--- src/hw/rtl/process_queue_with_delete_top_assert.svh ---
// Assertion macros for the process queue top level.
// Needs nothing but a clock and an active-low reset at the place of use.
`ifndef PROCESS_QUEUE_WITH_DELETE_TOP_ASSERT_SVH
`define PROCESS_QUEUE_WITH_DELETE_TOP_ASSERT_SVH

`ifndef ASSERT_OFF
// same-cycle implication
`define PQWD_ASSERT_IMP(lbl, clk, rstn, ante, cons) \
    lbl: assert property (@(posedge clk) disable iff (!rstn) (ante) |-> (cons)) \
        else $error("pqwd assertion failed");
// next-cycle implication
`define PQWD_ASSERT_NXT(lbl, clk, rstn, ante, cons) \
    lbl: assert property (@(posedge clk) disable iff (!rstn) (ante) |=> (cons)) \
        else $error("pqwd assertion failed");
`else
`define PQWD_ASSERT_IMP(lbl, clk, rstn, ante, cons)
`define PQWD_ASSERT_NXT(lbl, clk, rstn, ante, cons)
`endif

`endif

--- src/hw/rtl/pqwd_pkg.sv ---
// Shared types and codes for the process queue with delete-by-id.
// No dependencies.
package pqwd_pkg;

    localparam int QUEUE_DEPTH_DEF = 16;
    localparam int ID_BITS_DEF     = 8;

    localparam int ID_FIELD_W    = 8;
    localparam int COUNT_FIELD_W = 5;

    localparam logic [1:0] CMD_PUSH      = 2'd0;
    localparam logic [1:0] CMD_POP       = 2'd1;
    localparam logic [1:0] CMD_DROP_TAIL = 2'd2;
    localparam logic [1:0] CMD_DELETE_ID = 2'd3;

    localparam logic [1:0] ST_DONE      = 2'd0;
    localparam logic [1:0] ST_EMPTY     = 2'd1;
    localparam logic [1:0] ST_NOT_FOUND = 2'd2;
    localparam logic [1:0] ST_FULL      = 2'd3;

    typedef struct packed {
        logic [1:0]            command;
        logic [ID_FIELD_W-1:0] proc_id;
    } cmd_t;

    typedef struct packed {
        logic [1:0]               status;
        logic [COUNT_FIELD_W-1:0] count;
        logic [ID_FIELD_W-1:0]    head_id;
        logic [ID_FIELD_W-1:0]    tail_id;
    } res_t;

endpackage

--- src/hw/rtl/pqwd_engine.sv ---
// Queue storage and command sequencer: ring buffer in a one-write, one-read
// memory, offset adders and one id comparator stepped by a small state machine.
// Depends on pqwd_pkg.
module pqwd_engine #(
    parameter int QUEUE_DEPTH = pqwd_pkg::QUEUE_DEPTH_DEF,
    parameter int ID_BITS     = pqwd_pkg::ID_BITS_DEF
) (
    input  logic            clk,
    input  logic            rst_n,
    input  logic            cmd_valid,
    output logic            cmd_ready,
    input  pqwd_pkg::cmd_t  cmd,
    input  logic            res_free,
    output logic            res_load,
    output pqwd_pkg::res_t  res
);
    import pqwd_pkg::*;

    localparam int IW = $clog2(QUEUE_DEPTH);
    localparam int CW = $clog2(QUEUE_DEPTH + 1);

    localparam logic [2:0] S_IDLE  = 3'd0;
    localparam logic [2:0] S_EXEC  = 3'd1;
    localparam logic [2:0] S_SCAN  = 3'd2;
    localparam logic [2:0] S_SHIFT = 3'd3;
    localparam logic [2:0] S_HEAD  = 3'd4;
    localparam logic [2:0] S_TAIL  = 3'd5;
    localparam logic [2:0] S_DONE  = 3'd6;

    logic [2:0]         state_reg,   state_next;
    logic [IW-1:0]      head_reg,    head_next;
    logic [CW-1:0]      count_reg,   count_next;
    logic [CW-1:0]      off_reg,     off_next;
    logic [1:0]         cmd_reg,     cmd_next;
    logic [ID_BITS-1:0] pid_reg,     pid_next;
    logic [1:0]         status_reg,  status_next;
    logic [ID_BITS-1:0] head_id_reg, head_id_next;

    logic [ID_BITS-1:0] mem [QUEUE_DEPTH];
    logic [ID_BITS-1:0] rd_data_reg;
    logic [CW-1:0]      rd_off, wr_off;
    logic [IW-1:0]      rd_addr, wr_addr;
    logic               wr_en;
    logic [ID_BITS-1:0] wr_data;
    logic [CW:0]        off_inc, off_inc2;
    logic [ID_BITS-1:0] tail_id;

    // ring index: base + offset, offset below the depth
    function automatic logic [IW-1:0] wrap_idx(input logic [IW-1:0] base,
                                               input logic [CW-1:0] off);
        logic [CW:0] s;
        s = (CW+1)'(base) + (CW+1)'(off);
        if (s >= (CW+1)'(QUEUE_DEPTH))
            s = s - (CW+1)'(QUEUE_DEPTH);
        return s[IW-1:0];
    endfunction

    assign rd_addr  = wrap_idx(head_reg, rd_off);
    assign wr_addr  = wrap_idx(head_reg, wr_off);
    assign off_inc  = (CW+1)'(off_reg) + (CW+1)'(1);
    assign off_inc2 = (CW+1)'(off_reg) + (CW+1)'(2);

    assign cmd_ready = (state_reg == S_IDLE);

    always_comb
    begin
        state_next   = state_reg;
        head_next    = head_reg;
        count_next   = count_reg;
        off_next     = off_reg;
        cmd_next     = cmd_reg;
        pid_next     = pid_reg;
        status_next  = status_reg;
        head_id_next = head_id_reg;
        rd_off       = off_reg;
        wr_off       = count_reg;
        wr_en        = 1'b0;
        wr_data      = pid_reg;
        res_load     = 1'b0;

        case (state_reg)
            S_IDLE:
            begin
                if (cmd_valid)
                begin
                    cmd_next    = cmd.command;
                    pid_next    = ID_BITS'(cmd.proc_id);
                    status_next = ST_DONE;
                    state_next  = S_EXEC;
                end
            end
            S_EXEC:
            begin
                state_next = S_HEAD;
                if (cmd_reg == CMD_PUSH)
                begin
                    if (count_reg == CW'(QUEUE_DEPTH))
                        status_next = ST_FULL;
                    else
                    begin
                        wr_en      = 1'b1;
                        wr_off     = count_reg;
                        count_next = count_reg + CW'(1);
                    end
                end
                else if (count_reg == '0)
                    status_next = ST_EMPTY;
                else if (cmd_reg == CMD_POP)
                begin
                    rd_off     = CW'(1);
                    head_next  = rd_addr;
                    count_next = count_reg - CW'(1);
                end
                else if (cmd_reg == CMD_DROP_TAIL)
                    count_next = count_reg - CW'(1);
                else
                begin
                    rd_off     = '0;
                    off_next   = '0;
                    state_next = S_SCAN;
                end
            end
            S_SCAN:
            begin
                // rd_data_reg holds the entry at off_reg
                if (rd_data_reg == pid_reg)
                begin
                    if (off_inc < (CW+1)'(count_reg))
                    begin
                        rd_off     = CW'(off_inc);
                        state_next = S_SHIFT;
                    end
                    else
                    begin
                        count_next = count_reg - CW'(1);
                        state_next = S_HEAD;
                    end
                end
                else if (off_inc < (CW+1)'(count_reg))
                begin
                    rd_off   = CW'(off_inc);
                    off_next = CW'(off_inc);
                end
                else
                begin
                    status_next = ST_NOT_FOUND;
                    state_next  = S_HEAD;
                end
            end
            S_SHIFT:
            begin
                // move entry off+1 into the gap at off
                wr_en    = 1'b1;
                wr_off   = off_reg;
                wr_data  = rd_data_reg;
                off_next = CW'(off_inc);
                if (off_inc2 < (CW+1)'(count_reg))
                    rd_off = CW'(off_inc2);
                else
                begin
                    count_next = count_reg - CW'(1);
                    state_next = S_HEAD;
                end
            end
            S_HEAD:
            begin
                rd_off     = '0;
                state_next = S_TAIL;
            end
            S_TAIL:
            begin
                head_id_next = (count_reg == '0) ? '0 : rd_data_reg;
                rd_off       = (count_reg == '0) ? '0 : count_reg - CW'(1);
                state_next   = S_DONE;
            end
            S_DONE:
            begin
                // keep the tail entry on the read port while the result waits
                rd_off = (count_reg == '0) ? '0 : count_reg - CW'(1);
                if (res_free)
                begin
                    res_load   = 1'b1;
                    state_next = S_IDLE;
                end
            end
            default:
            begin
                state_next = S_IDLE;
            end
        endcase
    end

    assign tail_id     = (count_reg == '0) ? '0 : rd_data_reg;
    assign res.status  = status_reg;
    assign res.count   = COUNT_FIELD_W'(count_reg);
    assign res.head_id = ID_FIELD_W'(head_id_reg);
    assign res.tail_id = ID_FIELD_W'(tail_id);

    always_ff @(posedge clk or negedge rst_n)
    begin
        if (!rst_n)
        begin
            state_reg <= S_IDLE;
            head_reg  <= '0;
            count_reg <= '0;
        end
        else
        begin
            state_reg <= state_next;
            head_reg  <= head_next;
            count_reg <= count_next;
        end
    end

    always_ff @(posedge clk)
    begin
        off_reg     <= off_next;
        cmd_reg     <= cmd_next;
        pid_reg     <= pid_next;
        status_reg  <= status_next;
        head_id_reg <= head_id_next;
    end

    always_ff @(posedge clk)
    begin
        if (wr_en)
            mem[wr_addr] <= wr_data;
        rd_data_reg <= mem[rd_addr];
    end

endmodule

--- src/hw/rtl/process_queue_with_delete_top.sv ---
// Top level of the process queue with delete-by-id: sequencer plus result register.
// Depends on pqwd_pkg, pqwd_engine and process_queue_with_delete_top_assert.svh.
//
// Usage:
//   cmd channel (cmd_valid/cmd_ready/cmd) takes one request: push, pop,
//   drop tail, or delete the head-most entry matching proc_id.
//   res channel (res_valid/res_ready/res) returns exactly one result per
//   request: status, count after the request, head and tail ids.
// Timing:
//   One request at a time; cmd_ready is low while a request is in work.
//   Push, pop, drop tail, and any request refused as empty or full: result
//   registered after the EXEC, HEAD, TAIL and DONE states. Delete by id walks
//   the queue through the single memory read port: SCAN compares entries from
//   the head, and on a match SHIFT moves each later entry down one slot before
//   HEAD, TAIL and DONE; a miss scans every entry.
// Reset:
//   Queue empty, no result pending; memory contents are not cleared.
// Stall:
//   A held result does not block acceptance of the next request; that
//   request finishes only once the result register has been taken.
module process_queue_with_delete_top #(
    parameter int QUEUE_DEPTH = pqwd_pkg::QUEUE_DEPTH_DEF,
    parameter int ID_BITS     = pqwd_pkg::ID_BITS_DEF
) (
    input  logic            clk,
    input  logic            rst_n,
    input  logic            cmd_valid,
    output logic            cmd_ready,
    input  pqwd_pkg::cmd_t  cmd,
    output logic            res_valid,
    input  logic            res_ready,
    output pqwd_pkg::res_t  res
);
    import pqwd_pkg::*;

    logic res_valid_reg, res_valid_next;
    res_t res_reg;
    res_t eng_res;
    logic res_free;
    logic res_load;

    assign res_free = !res_valid_reg || res_ready;

    pqwd_engine #(
        .QUEUE_DEPTH (QUEUE_DEPTH),
        .ID_BITS     (ID_BITS)
    ) u_engine (
        .clk       (clk),
        .rst_n     (rst_n),
        .cmd_valid (cmd_valid),
        .cmd_ready (cmd_ready),
        .cmd       (cmd),
        .res_free  (res_free),
        .res_load  (res_load),
        .res       (eng_res)
    );

    always_comb
    begin
        res_valid_next = res_valid_reg;
        if (res_load)
            res_valid_next = 1'b1;
        else if (res_ready)
            res_valid_next = 1'b0;
    end

    always_ff @(posedge clk or negedge rst_n)
    begin
        if (!rst_n)
            res_valid_reg <= 1'b0;
        else
            res_valid_reg <= res_valid_next;
    end

    always_ff @(posedge clk)
    begin
        if (res_load)
            res_reg <= eng_res;
    end

    assign res_valid = res_valid_reg;
    assign res       = res_reg;

`include "process_queue_with_delete_top_assert.svh"

    `PQWD_ASSERT_NXT(a_busy_after_req, clk, rst_n, cmd_valid && cmd_ready, !cmd_ready)
    `PQWD_ASSERT_IMP(a_count_bound, clk, rst_n, res_valid, int'(res.count) <= QUEUE_DEPTH)
    `PQWD_ASSERT_IMP(a_empty_ids_zero, clk, rst_n, res_valid && res.count == '0,
                     res.head_id == '0 && res.tail_id == '0)
    `PQWD_ASSERT_IMP(a_full_no_grow, clk, rst_n, res_valid && res.status == ST_FULL,
                     int'(res.count) == QUEUE_DEPTH)

endmodule
--- config.mk ---
export PLATFORM = sky130hd
export DESIGN_NAME = process_queue_with_delete_top
export DESIGN_NICKNAME = d
export VERILOG_FILES = /design/src/hw/rtl/pqwd_pkg.sv /design/src/hw/rtl/pqwd_engine.sv /design/src/hw/rtl/process_queue_with_delete_top.sv
export VERILOG_INCLUDE_DIRS = /design/src /design/src/hw/rtl
export SDC_FILE = /design/constraint.sdc
export NUM_CORES = 1
export LEC_CHECK = 0
export BUFFER_PORTS_ARGS = -buffer_cell sky130_fd_sc_hd__buf_2
export CORE_MARGIN = 4
export CORE_UTILIZATION = 38
export CTS_CLUSTER_SIZE = 20
export DETAILED_ROUTE_END_ITERATION = 8
export GPL_TIMING_DRIVEN = 0
export PLACE_DENSITY_LB_ADDON = 0.05
export SYNTH_ARGS = -nofsm -noshare
export SYNTH_HDL_FRONTEND = slang
export SYNTH_HIERARCHICAL = 1
export SYNTH_SLANG_ARGS = --single-unit
--- constraint.sdc ---
create_clock -name clk -period 14 [get_ports clk]
set_clock_uncertainty 0.15 [all_clocks]
set_input_delay 3.5 -clock clk [delete_from_list [all_inputs] [get_ports clk]]
set_output_delay 3.5 -clock clk [all_outputs]
set_load 0.05 [all_outputs]
# Word level (Yosys, flattened, before mapping)
# Memories as Yosys holds them, arrays and structs flattened. A register that Yosys moved wholly into a read port is not among the register bits.
# Cells that the tools add are included.
dict set report op_classes {
  n_shift 0
  n_reduce_logical 15
  eq_ne 25
  div_mod_pow 0
  magnitude_cmp 4
  mux 54
  mul 0
  bitwise_logic 2
  n_addsub 8
}
# op count
set op_table {}
lappend op_table {{$mux W5} 20}
lappend op_table {{$mux W3} 10}
lappend op_table {{$pmux W5 S3} 2}
lappend op_table {{$pmux W5 S5} 1}
lappend op_table {{$pmux W3 S7} 1}
lappend op_table {{$mux W8} 2}
lappend op_table {{$ne A2 B2 Y1 const B} 8}
lappend op_table {{$add A4 B5 Y6} 2}
lappend op_table {{$ge A6 B5 Y1 const B} 2}
lappend op_table {{$lt A6 B5 Y1} 2}
lappend op_table {{$mux W2} 6}
lappend op_table {{$eq A3 B3 Y1 const B} 3}
lappend op_table {{$eq A8 B8 Y1} 1}
lappend op_table {{$mux W1} 8}
lappend op_table {{$mux W4} 2}
lappend op_table {{$reduce_and A4 Y1} 2}
lappend op_table {{$sub A4 B1 Y4 const B} 2}
lappend op_table {{$reduce_and A7 Y1} 1}
lappend op_table {{$add A5 B1 Y6 const B} 1}
lappend op_table {{$add A5 B2 Y6 const B} 1}
lappend op_table {{$eq A3 B2 Y1 const B} 2}
lappend op_table {{$ne A3 B2 Y1 const B} 2}
lappend op_table {{$ne A3 B3 Y1 const B} 2}
lappend op_table {{$pmux W2 S3} 1}
lappend op_table {{22 further kinds} 24}
dict set report word_totals {
  mem_count 1
  word_cells 122
  input_bits 14
  romBits 0
  ram_bits 128
  reg_bits 61
  latchBits 0
  output_inout_bits 25
}
# memory words width rd rd_ports_with_merged_regs write_ports line
set mem_list {}
lappend mem_list {u_engine.mem 16 8 1 1 1 pqwd_engine.sv:39} ;# logic [ID_BITS-1:0] mem [QUEUE_DEPTH];

# Longest topological paths before layout
# Gate-level depths: netlist of the first run.
dict set report depth {
  depth_word 9
  mapped_depth 20
  ltp_nobuf 18
}

# Hierarchy
# The synthesis of the first run kept the hierarchy.
# mod cells_each area_per_inst_um2 n_inst seq_area_each_um2
set modules_own_cells {}
lappend modules_own_cells {pqwd_engine 531 8044.0 1 5054.8}
lappend modules_own_cells {process_queue_with_delete_top 26 738.2 1 715.7}

# Least setup slack after synthesis of the first run
# No wires, ideal clock.
dict set report synth_path {
  kind {input to register}
  startpoint {in res_ready}
  endpoint {reg res_reg, in the netlist res[0] (enable)}
  setup_time_ps 433
  setup_slack_ps 8087
  path_stages 3
  t_arrival_ps 5329
  required_ps 13417
  path_buffers 0
  cell_sequence {nand2b_4 inv_1 nor3_1}
}
dict set report synth_between {
  elab_chain_len 3
}
# element line
set synth_lines {}
lappend synth_lines {{start, declared} process_queue_with_delete_top.sv:31} ;# input logic res_ready,
lappend synth_lines {{$logic_or A1 B1 Y1} process_queue_with_delete_top.sv:42} ;# assign res_free = !res_valid_reg || res_ready;
lappend synth_lines {{$mux W1} pqwd_engine.sv:180} ;# if (res_free)
lappend synth_lines {{$mux W1} pqwd_engine.sv:81} ;# case (state_reg)
lappend synth_lines {{net res_load} process_queue_with_delete_top.sv:40} ;# logic res_load;
lappend synth_lines {{end signal, assigned} process_queue_with_delete_top.sv:78} ;# res_reg <= eng_res;
lappend synth_lines {{end, declared} process_queue_with_delete_top.sv:37} ;# res_t res_reg;
# The timed path passes the listed nets, and every way through them passes these cells.
# A chain may end at the register's enable or synchronous reset.

# Worst setup path after layout of the first run
dict set report layout_path {
  startpoint {reg u_engine.off_reg[1]}
  endpoint {reg u_engine.rd_data_reg[4], read port of u_engine.mem}
}
dict set report layout_between {
  elab_chain_len 8
  elab_cells_between_ends 15
  cone_classes {4 x add/sub; 3 x order compare; 8 x mux}
}
# element line
set layout_lines {}
lappend layout_lines {{start, declared} pqwd_engine.sv:33} ;# logic [CW-1:0] off_reg, off_next;
lappend layout_lines {{start signal, assigned} pqwd_engine.sv:217} ;# off_reg <= off_next;
lappend layout_lines {{parallel branches: the longest is 4 deep, another holds $add A5 B2 Y6} -}
lappend layout_lines {{$pmux W5 S5 (*)} pqwd_engine.sv:81}
lappend layout_lines {{$add A4 B5 Y6 (*)} pqwd_engine.sv:52} ;# s = (CW+1)'(base) + (CW+1)'(off);
lappend layout_lines {{$ge A6 B5 Y1 / $sub A4 B1 Y4 (equally long branches)} {pqwd_engine.sv:53, pqwd_engine.sv:54}}
lappend layout_lines {{$mux W4 (*)} pqwd_engine.sv:53} ;# if (s >= (CW+1)'(QUEUE_DEPTH))
lappend layout_lines {{end, declared} pqwd_engine.sv:40} ;# logic [ID_BITS-1:0] rd_data_reg;
# Mark *: on every way between the ends.

==> summary.md, run 1 <==
| Metric | Value |
|---|---|
| Status | complete, no violations |
| Crit path largest cell delay | 0.97 ns |
| Most frequent cell after synthesis | edfxtp_1 |
| Total gr overflow | 0 |
| Syn Area/Cell | between 15 and 20 µm² |
| Die width | 160.0 µm |
| Post-synth top cells | 176 x edfxtp_1, 34 x nor2_1, 33 x nand2_1 |
| Largest net degree at the start of global routing | 21 |
| TritonCTS clock tree | built |
| Setup TNS | 0 ns |
| Drc violations | 0 |
| Dpl hpwl | approximately 14000 µm |
| Initial antenna violation count | 0 |
| Register area share after synthesis | 65.71% |
| CTS root buf | clkbuf_16 |
| Worst Tran Pin Value | 1.227 ns |
| Max FFs per register | 128 |
| Drt pass-1 iters | 5 |
| CTS buffer count | 17 |
| Vias per inst | 5.321 |
| Seq cells post-synth | just under 200 |
| Post-CTS setup buffers | 0 |
| Fin crit share | 40.90% |
| Final ANT Viol Nets | 0 |
| Via count | 4858 |
| DIE HEIGHT | 160.0 µm |
| Critical path type | flop to flop |
| Area leader, netlist | edfxtp_1 |
| Die footprint | 25610 µm² |
| Synth top area cells | edfxtp_1 60%, mux4_2 8.2%, dfrtp_1 3.7% |
| Fraction of layout cells with a size suffix above 1 | a little over a fifth |
| Largest fanout on the critical path | 10 |
| Core Area | 22710 µm² |
| Top cell type's share of synthesized area | 60.18% |
| Clock Path Buffers | 2 |
| Worst relative slew slack | 17.55% |
| Max-cap viol count | 0 |
| All-Layer GR Usage | 15.66% |
| Final-report hold violation count | 0 |
| Mapped Cells | around 560 |
| Crit path time final | 5.726 ns |
| Synth warn | 6 |
| Syn-to-layout area delta | 13.43% |
| Hold-fix buffers, CTS | 0 |
| Initial Util | 38.67% |
| Row count | 55 |
| First-pass GRT wire length | slightly above 30000 µm |
| Crit path buffers/inverters | 4 |
| Reg clk slew, reported paths | 0.08 ns |
| Ys async rst share | 6.599% |
| Post-CTS sizing | 0 |
| Number of synthesized flops with an enable pin | roughly 180 |
| Worst hold path type | flop to flop |
| Routed wire length | slightly below 20000 µm |
| Worst Setup Start Kind | flop |
| Fmax achieved | 174.6 MHz |
| Prevailing post-synth register cell | edfxtp_1 |
| Critical path data arrival time | a little under 6 ns |
| Fillers | 2033 |
| Wire length per cell | 21.23 µm |
| Setup violators final | 0 |
| Mapped Area | 8782 µm² |
| PortBufs | 38 |
| RSZ-0062 raised after global routing | false |
| Syn Nets | around 600 |
| Critical-path top delay cell | xnor2_1 |
| Ports | 39 |
| Clk Latency, worst-skew pair | between 0.4 and 0.5 ns |
| Critical Path RT | 14.14 ns |
| H-tree depth | 4 |
| Layout Nets | 654 |
| Synth cell types | 61 |
| Crit end category | flop |
| TritonCTS Sinks | 197 |
| Vias in the first global route | 5121 |
| Delay-heaviest family, CP | XOR/XNOR gates |
| CP Cell Sequence | ha_1 > nand2_1 > xor2_1 > inv_1 > ha_1 > a21o_1 > nand2_1 > nand4b_1 > buf_2 > a21oi_1 > o221a_2 > ha_1 > inv_1 > fa_1 > xnor2_1 > clkbuf_1 > mux2i_1 > mux2i_1 |
| Max Slew Vio Count | 0 |
| Gpl congestion | 0.8542 |
| Most used cell, CP | ha_1 |
| Antenna cells | 0 |
| Drt first-iter violations | just under 300 |
## layout by cell type (no fill, tap or decap), types with 3 or more instances in the layout
cell and n:
a22o_1 3, ha_1 22, mux2_2 12, and2_1 10, dfrtp_1 13, nor3_1 8
inv_8 4, clkbuf_16 17, buf_2 44, o21ai_0 21, nand2b_1 4, clkbuf_1 16
dfxtp_1 8, nand3_1 8, nand2_1 33, buf_6 5, edfxtp_1 176, mux2i_1 26
xor2_1 14, a21oi_1 12, a31oi_1 3, clkinv_8 3, mux4_2 32, a21o_1 6
xnor2_1 15, inv_1 20, nor2_1 34
## worst reg2reg max path: stages, from the launching register on
cell and delay, ns:
edfxtp_1 0.53, ha_1 0.33, nand2_1 0.11, xor2_1 0.31
inv_1 0.08, ha_1 0.30, a21o_1 0.16, nand2_1 0.08
nand4b_1 0.17, buf_2 0.24, a21oi_1 0.14, o221a_2 0.21
ha_1 0.16, inv_1 0.05, fa_1 0.38, xnor2_1 0.97
clkbuf_1 0.64, mux2i_1 0.42, mux2i_1 0.16
## kinds of logic after synthesis
| group | Yosys count | share of synthesized area (%) |
|---|---|---|
| fa+ha+maj | 24 | 3.590 |
| xor+xnor | 30 | 3.206 |
| simple gates | 119 | 6.896 |
| buf+inv | 47 | 2.351 |
| mux | 70 | 12.71 |
| flops | 197 | 65.71 |
| compound gates | 70 | 5.542 |
## metal layers
layer	global-route usage [%]	up-vias	routed length (µm)
met1	20.52	2464	8483
met5	0	-	0
met2	26.84	120	9905
met3	2.839	21	773
li1	-	2253	-
met4	4.497	0	223
## path summary, 6_finish.rpt
path | cells past startpoint | endpoint | slack (ns) | startpoint
min reg2reg | 0 | res[11]$_DFFE_PP_ | 0.27 | u_engine/head_id_reg[3]$_DFFE_PP_
max | 18 | u_engine/rd_data_reg[4]$_DFF_P_ | 8.27 | u_engine/off_reg[1]$_DFFE_PP_
min | 0 | res[11]$_DFFE_PP_ | 0.27 | u_engine/head_id_reg[3]$_DFFE_PP_
max reg2reg | 18 | u_engine/rd_data_reg[4]$_DFF_P_ | 8.27 | u_engine/off_reg[1]$_DFFE_PP_
min in group asynchronous | 1 | u_engine/count_reg[3]$_DFFE_PN0P_ | 2.81 | rst_n
max in group asynchronous | 1 | u_engine/state_reg[0]$_DFFE_PN0P_ | 10.60 | rst_n
## area by class of cell
| type | count | area, µm² | share of cell area [%] |
|---|---|---|---|
| Sequential cell | 197 | 5771 | 57.93 |
| Timing Repair Buffer | 40 | 212.7 | 2.135 |
| Multi-Input combinational cell | 313 | 2810 | 28.21 |
| Inverter | 20 | 75.07 | 0.7536 |
| Clock buffer | 17 | 425.4 | 4.270 |
| Tap cell | 285 | 356.6 | 3.580 |
| Clock inverter | 14 | 180.2 | 1.809 |
| Buffer | 27 | 131.4 | 1.319 |
## through the flow
stage	setup slack, ns	hold slack, ns	instances	util, %	instance area (µm²)
6_report	8.274	0.2700	913	43.87	9962
4_1_cts	8.237	0.2708	913	43.87	9962
2_1_floorplan	8.087	0.2503	557	-	8782
3_5_place_dp	8.259	0.2545	882	41.20	9356
3_3_place_gp	7.135	0.2514	880	41.08	9329
5_1_grt	7.922	0.2728	913	43.87	9962
Power of run 1 is left out: the tool's default activity adds up to more than one toggle a clock period on the data nets, which glitch-free logic cannot reach.
==> run 2, diff against run 1 <==
ABC_AREA = 1   (was unset)
clock period = 4.65 ns   (was 14 ns; I/O delays follow)
==> run 2 against run 1 <==
The flow now finishes with violations (DRC). Global-route usage grew 1.3 points. Flip-flop and latch count stayed put. Critical path depth is 7 higher. Die area increased by 1.0%. Largest cell class unchanged. Area after synthesis increased by 1.1%. Setup slack worse by 8.0 ns.
==> summary.md, run 2 <==
| Metric | Value |
|---|---|
| Drt first-iter violations | 595 (+110%) |
| Most frequent cell after synthesis | nand2_1 |
| Fmax achieved | 227.6 MHz (+30%) |
| Via count | 6070 (+25%) |
| Critical path type | flop to flop |
| Total gr overflow | 0 (unchanged) |
| Fraction of layout cells with a size suffix above 1 | 15.43% (-6.4 points) |
| Layout Nets | 913 (+40%) |
| Post-synthesis compound-gate area fraction | 9.780% (+4.2 points) |
| All-Layer GR Usage | 16.98% (+1.3 points) |
| CP startpoint | u_engine/off_reg[1]$_DFFE_PP_ |
| Commonest cells after routing, fill and taps aside | 180 x nand2_1, 176 x edfxtp_1, 74 x nor2_1, 65 x inv_1, 57 x o21ai_0 |
| RSZ-0062 raised after global routing | false |
| Reg2Reg Launch Point | u_engine/off_reg[1]$_DFFE_PP_ |
| Gpl congestion | 0.9082 (+6.3%) |
| Worst relative slew slack | 34.12% (+17 points) |
| Initial Util | 38.98% (+0.31 points) |
| Syn Nets | 847 (+42%) |
| DIE HEIGHT | 160.9 µm (+0.52%) |
| Setup WS post-layout | 0.2564 ns (-8.017 ns) |
| Dpl hpwl | 15820 µm (+16%) |
| Worst Tran Pin Value | 0.9828 ns (-0.2445 ns) |
| Critical path data arrival time | 4.62 ns (-1.24 ns) |
| H-tree depth | 4 (unchanged) |
| Antenna cells | 0 (unchanged) |
| Fin crit share | 94.49% (+54 points) |
| Post-synthesis simple-gate area fraction | 15.04% (+8.1 points) |
| Final-report hold violation count | 0 (unchanged) |
| Synth top area cells | edfxtp_1 60%, nand2_1 7.6%, o21ai_0 3.9% |
| Finished Cell Area | 10250 µm² (+2.9%) |
| Ys async rst share | 6.599% (unchanged) |
| Register area share after synthesis | 64.99% (-0.71 points) |
| Status | finished, violations left |
| Drt pass-1 iters | 7 (+2) |
| First-pass GRT wire length | 33480 µm (+11%) |
| Ports | 39 (unchanged) |
| Mapped Area | 8879 µm² (+1.1%) |
| Hold-fix buffers, CTS | 0 (unchanged) |
| Reg clk slew, reported paths | 0.07 ns (about the same) |
| Mapped Cells | 809 (+45%) |
| Crit path time final | 4.394 ns (-1.333 ns) |
| Post-synthesis xor/xnor area fraction | 1.874% (-1.3 points) |
| Synth warn | 6 (unchanged) |
| CTS buffer count | 17 (unchanged) |
| Synth cell types | 40 (-34%) |
| Clk Latency, worst-skew pair | 0.43 ns (about the same) |
| Top cell type's share of synthesized area | 59.53% (-0.65 points) |
| CTS root buf | clkbuf_16 |
| Initial antenna violation count | 0 (unchanged) |
| Max FFs per register | 128 (unchanged) |
| PortBufs | 38 (unchanged) |
| Max Slew Vio Count | 0 (unchanged) |
| Final core occ | 45.00% (+1.1 points) |
| Area post-placement | 9527 µm² (+1.8%) |
| Setup violators final | 0 (unchanged) |
| Row count | 55 (unchanged) |
| Mux contribution to synthesized area | 0.1268% (-13 points) |
| Max-cap viol count | 0 (unchanged) |
| TritonCTS Sinks | 197 (unchanged) |
| Seq cells post-synth | 197 (unchanged) |
| Die width | 160.9 µm (+0.52%) |
| Vias per inst | 5.054 (-5.0%) |
| Hold_sp | u_engine/head_id_reg[0]$_DFFE_PP_ |
| Adder-cell share of the synthesized area | 3.551% (-0.039 points) |
| Worst slack, placed | -1.008 ns (-9.267 ns) |
| Largest net degree at the start of global routing | 20 (-4.8%) |
| Prevailing post-synth register cell | edfxtp_1 |
| Crit end category | flop |
| Core Area | 22780 µm² (+0.30%) |
| Die footprint | 25870 µm² (+1.0%) |
| Failing checks | DRC |
| TritonCTS clock tree | built |
| Critical Path RT | 4.87 ns (-9.27 ns) |
| Largest fanout on the critical path | 10 (unchanged) |
| Final ANT Viol Nets | 0 (unchanged) |
| Routed wire length | 22380 µm (+15%) |
| Syn Area/Cell | 10.97 µm² (-30%) |
| Vias in the first global route | 5758 (+12%) |
| Post-synth top cells | 180 x nand2_1, 176 x edfxtp_1, 74 x nor2_1 |
| Most common cell after layout, fill and taps aside | nand2_1 |
| Worst hold path type | flop to flop |
| Largest family of logic cells by synthesized area | simple AND/OR/NAND/NOR gates |
| Wire length per cell | 18.63 µm (-12%) |
| Number of synthesized flops with an enable pin | 176 (unchanged) |
| Worst Setup Start Kind | flop |
| Syn-to-layout area delta | 15.46% |
| Area leader, netlist | edfxtp_1 |
| Drc violations | 1 (+1) |
| Clock Path Buffers | 2 (unchanged) |
-- run 2: changes by cell type after synthesis, sizes merged, moves of 11 or more --
cell   previous run  this run
a21oi            12        30
a32o              0        16
inv              20        72
mux2             12         1
mux2i            26         0
mux4             32         0
nand2            33       185
nand3             9        40
nor2             35        79
o21ai            22        74
o22ai             2        18
-- run 2: metrics by stage --
stage	setup TNS, ns	hold slack [ns]	cells
5_1_grt	0	0.2756	1201
4_1_cts	0	0.2719	1198
3_3_place_gp	-6.402	0.2514	1160
6_report	0	0.2705	1201
3_5_place_dp	-7.378	0.2545	1165
2_1_floorplan	0	0.2503	809
-- run 2: what timing repair did --
item	CTS	global route
gates resized for setup	20	34
pin swaps	0	5
setup endpoints to repair	8	8
setup buffers	2	3
-- run 2: worst max-delay path: stages (launching register included) --
cell      delay [ns]
edfxtp_1        0.50
ha_4            0.23
nand2_1         0.06
nand2_1         0.08
o21ai_4         0.09
inv_1           0.06
ha_1            0.28
a21o_1          0.17
nand3_1         0.14
nand3_4         0.13
inv_2           0.09
nand2_1         0.05
nand3_1         0.10
o211ai_1        0.11
o21ai_2         0.17
inv_1           0.06
ha_1            0.19
inv_1           0.09
fa_2            0.52
inv_4           0.11
clkbuf_4        0.22
a21oi_1         0.06
a32o_1          0.23
o21ai_1         0.24
nand2_1         0.12
nand2_1         0.07
-- run 2: logic make-up after synthesis --
logic type	count (synthesis)
and+or+nand+nor	318
DFF	197
AOI/OAI and AO/OA	147
buffers and inverters	103
adders and majority gates	24
xor gates and xnor gates	19
muxes	1
-- run 2: path summary, 6_finish.rpt --
path	endpoint	slack [ns]	depth (start not counted)
max reg2reg	u_engine/rd_data_reg[5]$_DFF_P_	0.26	25
min	res[8]$_DFFE_PP_	0.27	0
min reg2reg	res[8]$_DFFE_PP_	0.27	0
max in group asynchronous	u_engine/head_reg[1]$_DFFE_PN0P_	3.60	1
min in group asynchronous	u_engine/count_reg[3]$_DFFE_PN0P_	0.48	1
max	u_engine/rd_data_reg[5]$_DFF_P_	0.26	25
-- run 2: routing by layer --
metal  share of wire, %  vias up  global-route usage (%)
met4                1.0        0                   4.226
met1                 47     2914                   23.65
met2                 47      181                   27.82
met5                  0        -                       0
li1                   -     2956                       -
met3                5.0       19                   2.951
-- run 2: final cells by class --
cell class / instances / area, µm²
Inverter: 72 / 272.8
Clock buffer: 19 / 432.9
Fill cell: 2108 / 12530
Tap cell: 313 / 391.6
Multi-Input combinational cell: 509 / 2773
Buffer: 30 / 181.4
Sequential cell: 197 / 5771
Clock inverter: 13 / 145.1
Timing Repair Buffer: 48 / 284.0
Power of run 2 is left out for the same reason.
==> run 3, diff against run 2 <==
CTS_CLUSTER_SIZE = unset   (was 20)
MAX_ROUTING_LAYER = met4   (was unset)
==> run 3 against run 2 <==
The run now ends clean. Highest routed layer unchanged. Design area shrank 0.46%. Register-to-register slack got worse by 0.05 ns. Sequential share of layout area grew 0.26 points. Via count fell by 0.15%. Global-route usage up 0.77 points. Clock-buffer cell count unchanged. Critical path type unchanged. Cell count fell by 0.25%. Setup slack lost 0.052 ns. Critical path depth decreased by 1.
==> summary.md, run 3 (same netlist as run 2, synthesis figures left out) <==
| Metric | Value |
|---|---|
| Final ANT Viol Nets | 0 (unchanged) |
| First-pass GRT wire length | 34050 µm (+1.7%) |
| Final non-filler cell total | 1198 (-0.25%) |
| Drt first-iter violations | 594 (-0.17%) |
| Most common cell after layout, fill and taps aside | nand2_1 |
| Initial antenna violation count | 0 (unchanged) |
| H-tree depth | 4 (unchanged) |
| Syn-to-layout area delta | 14.92% |
| Max-cap viol count | 0 (unchanged) |
| Clock Path Buffers | 2 (unchanged) |
| Total gr overflow | 0 (unchanged) |
| Fraction of layout cells with a size suffix above 1 | 15.82% (+0.39 points) |
| Routed wire length | 22230 µm (-0.66%) |
| Critical Path RT | 4.87 ns (about the same) |
| TritonCTS clock tree | built |
| CTS root buf | clkbuf_16 |
| Vias in the first global route | 5900 (+2.5%) |
| Reg clk slew, reported paths | 0.07 ns (about the same) |
| Ports | 39 (unchanged) |
| Max FFs per register | 128 (unchanged) |
| Initial Util | 38.98% (unchanged) |
| Critical path type | flop to flop |
| TritonCTS Sinks | 197 (unchanged) |
| Row count | 55 (unchanged) |
| Largest net degree at the start of global routing | 20 (unchanged) |
| All-Layer GR Usage | 17.75% (+0.77 points) |
| Status | complete, no violations |
| Cells after DPL | 1164 (-0.086%) |
| Gpl congestion | 0.9560 (+5.3%) |
| Largest fanout on the critical path | 10 (unchanged) |
| Multi-input gate area | 2773 µm² (unchanged) |
| Clk Latency, worst-skew pair | 0.43 ns (about the same) |
| Setup violators final | 0 (unchanged) |
| Worst hold path type | flop to flop |
| CTS buffer count | 17 (unchanged) |
| Vias per inst | 5.059 (+0.10%) |
| Worst relative slew slack | 35.24% (+1.1 points) |
| Metal3 WL | 1076 µm (-4.2%) |
| Worst Setup Start Kind | flop |
| DIE HEIGHT | 160.9 µm (unchanged) |
| Fmax achieved | 224.9 MHz (-1.2%) |
| Core Area | 22780 µm² (unchanged) |
| Drt pass-1 iters | 6 (-1) |
| Max Slew Vio Count | 0 (unchanged) |
| Via count | 6061 (-0.15%) |
| Die footprint | 25870 µm² (unchanged) |
| Crit path time final | 4.446 ns (+0.05247 ns) |
| Fillers | 2138 (+1.4%) |
| Drc violations | 0 (-1) |
| Dpl hpwl | 15740 µm (-0.48%) |
| Top layer in use | met4 |
| Die width | 160.9 µm (unchanged) |
| Fin crit share | 95.61% (+1.1 points) |
| Final-report hold violation count | 0 (unchanged) |
| Register area | 5771 µm² (unchanged) |
| Routed length on met1 | 10370 µm (-0.63%) |
| Worst Tran Pin Value | 0.9661 ns (-0.01674 ns) |
| Crit end category | flop |
| RSZ-0062 raised after global routing | true |
| Critical path data arrival time | 4.67 ns (+0.05 ns) |
| Metal2 WL | 10610 µm (+0.26%) |
| Antenna cells | 0 (unchanged) |
| Layout Nets | 910 (-0.33%) |
| PortBufs | 38 (unchanged) |
| Wire length per cell | 18.56 µm (-0.41%) |
| Commonest cells after routing, fill and taps aside | 180 x nand2_1, 176 x edfxtp_1, 67 x nor2_1, 66 x inv_1, 58 x o21ai_0 |
==> run 3: cell count changes in the layout (fill, tap and decap cells not counted), sizes merged <==
cell    change
clkbuf      -2
inv         +2
buf         -1
clkinv      -2
==> run 3: path summary, 6_finish.rpt <==
check / start / slack (ns) / cells past startpoint / to
min in group asynchronous: rst_n / 0.48 / 1 / u_engine/count_reg[3]$_DFFE_PN0P_
max in group asynchronous: rst_n / 3.60 / 1 / res_valid$_DFFE_PN0P_
max: u_engine/off_reg[1]$_DFFE_PP_ / 0.20 / 24 / u_engine/rd_data_reg[2]$_DFF_P_
min: u_engine/head_id_reg[0]$_DFFE_PP_ / 0.27 / 0 / res[8]$_DFFE_PP_
max reg2reg: u_engine/off_reg[1]$_DFFE_PP_ / 0.20 / 24 / u_engine/rd_data_reg[2]$_DFF_P_
min reg2reg: u_engine/head_id_reg[0]$_DFFE_PP_ / 0.27 / 0 / res[8]$_DFFE_PP_
==> run 3: final cells by class <==
type                            instances  area share [%]
Inverter                               72           2.649
Clock buffer                           19           4.243
Tap cell                              313           3.838
Clock inverter                         13           1.300
Timing Repair Buffer                   45           2.452
Multi-Input combinational cell        509           27.17
Buffer                                 30           1.790
Sequential cell                       197           56.55
==> run 3: layer usage <==
| layer | vias up | GRT usage (%) |
|---|---|---|
| li1 | 2944 | - |
| met1 | 2935 | 23.99 |
| met2 | 172 | 28.45 |
| met3 | 10 | 3.336 |
| met4 | 0 | 3.373 |
| met5 | - | - |
==> run 3: critical path: stages, from the launching register on <==
cell and delay [ns]:
edfxtp_1 0.40, buf_4 0.16, ha_1 0.24, nand3_1 0.11, xor2_1 0.19, inv_1 0.07
ha_1 0.30, nand3_1 0.16, nand3_4 0.16, inv_1 0.09, nand2_1 0.06, nand3_1 0.09
o211ai_1 0.13, o21ai_1 0.12, inv_1 0.07, ha_1 0.16, inv_1 0.07, fa_2 0.60
inv_2 0.08, buf_6 0.15, buf_6 0.15, a32o_1 0.27, o21ai_1 0.21, nand2_1 0.13
nand2_1 0.08
==> run 3: repair_timing <==
item,in CTS,in global routing
setup buffers,2,1
pin swaps,0,5
hold buffers,0,0
resized for setup,17,44
endpoints found under the setup margin,8,48
gates cloned,0,0
hold endpoints to repair,0,0
==> run 3: stage by stage <==
stage	util [%]	setup TNS, ns	setup WS [ns]	cell area [µm²]	hold slack (ns)
6_report	44.80	0	0.2039	10200	0.2669
5_1_grt	44.80	-0.1625	-0.03293	10200	0.2764
4_1_cts	44.42	0	0.002997	10120	0.2674
3_5_place_dp	41.76	-6.081	-0.7961	9512	0.2545
3_3_place_gp	41.53	-5.742	-0.7650	9460	0.2519
2_1_floorplan	-	0	0.4825	8879	0.2503
Power of run 3 is left out for the same reason.
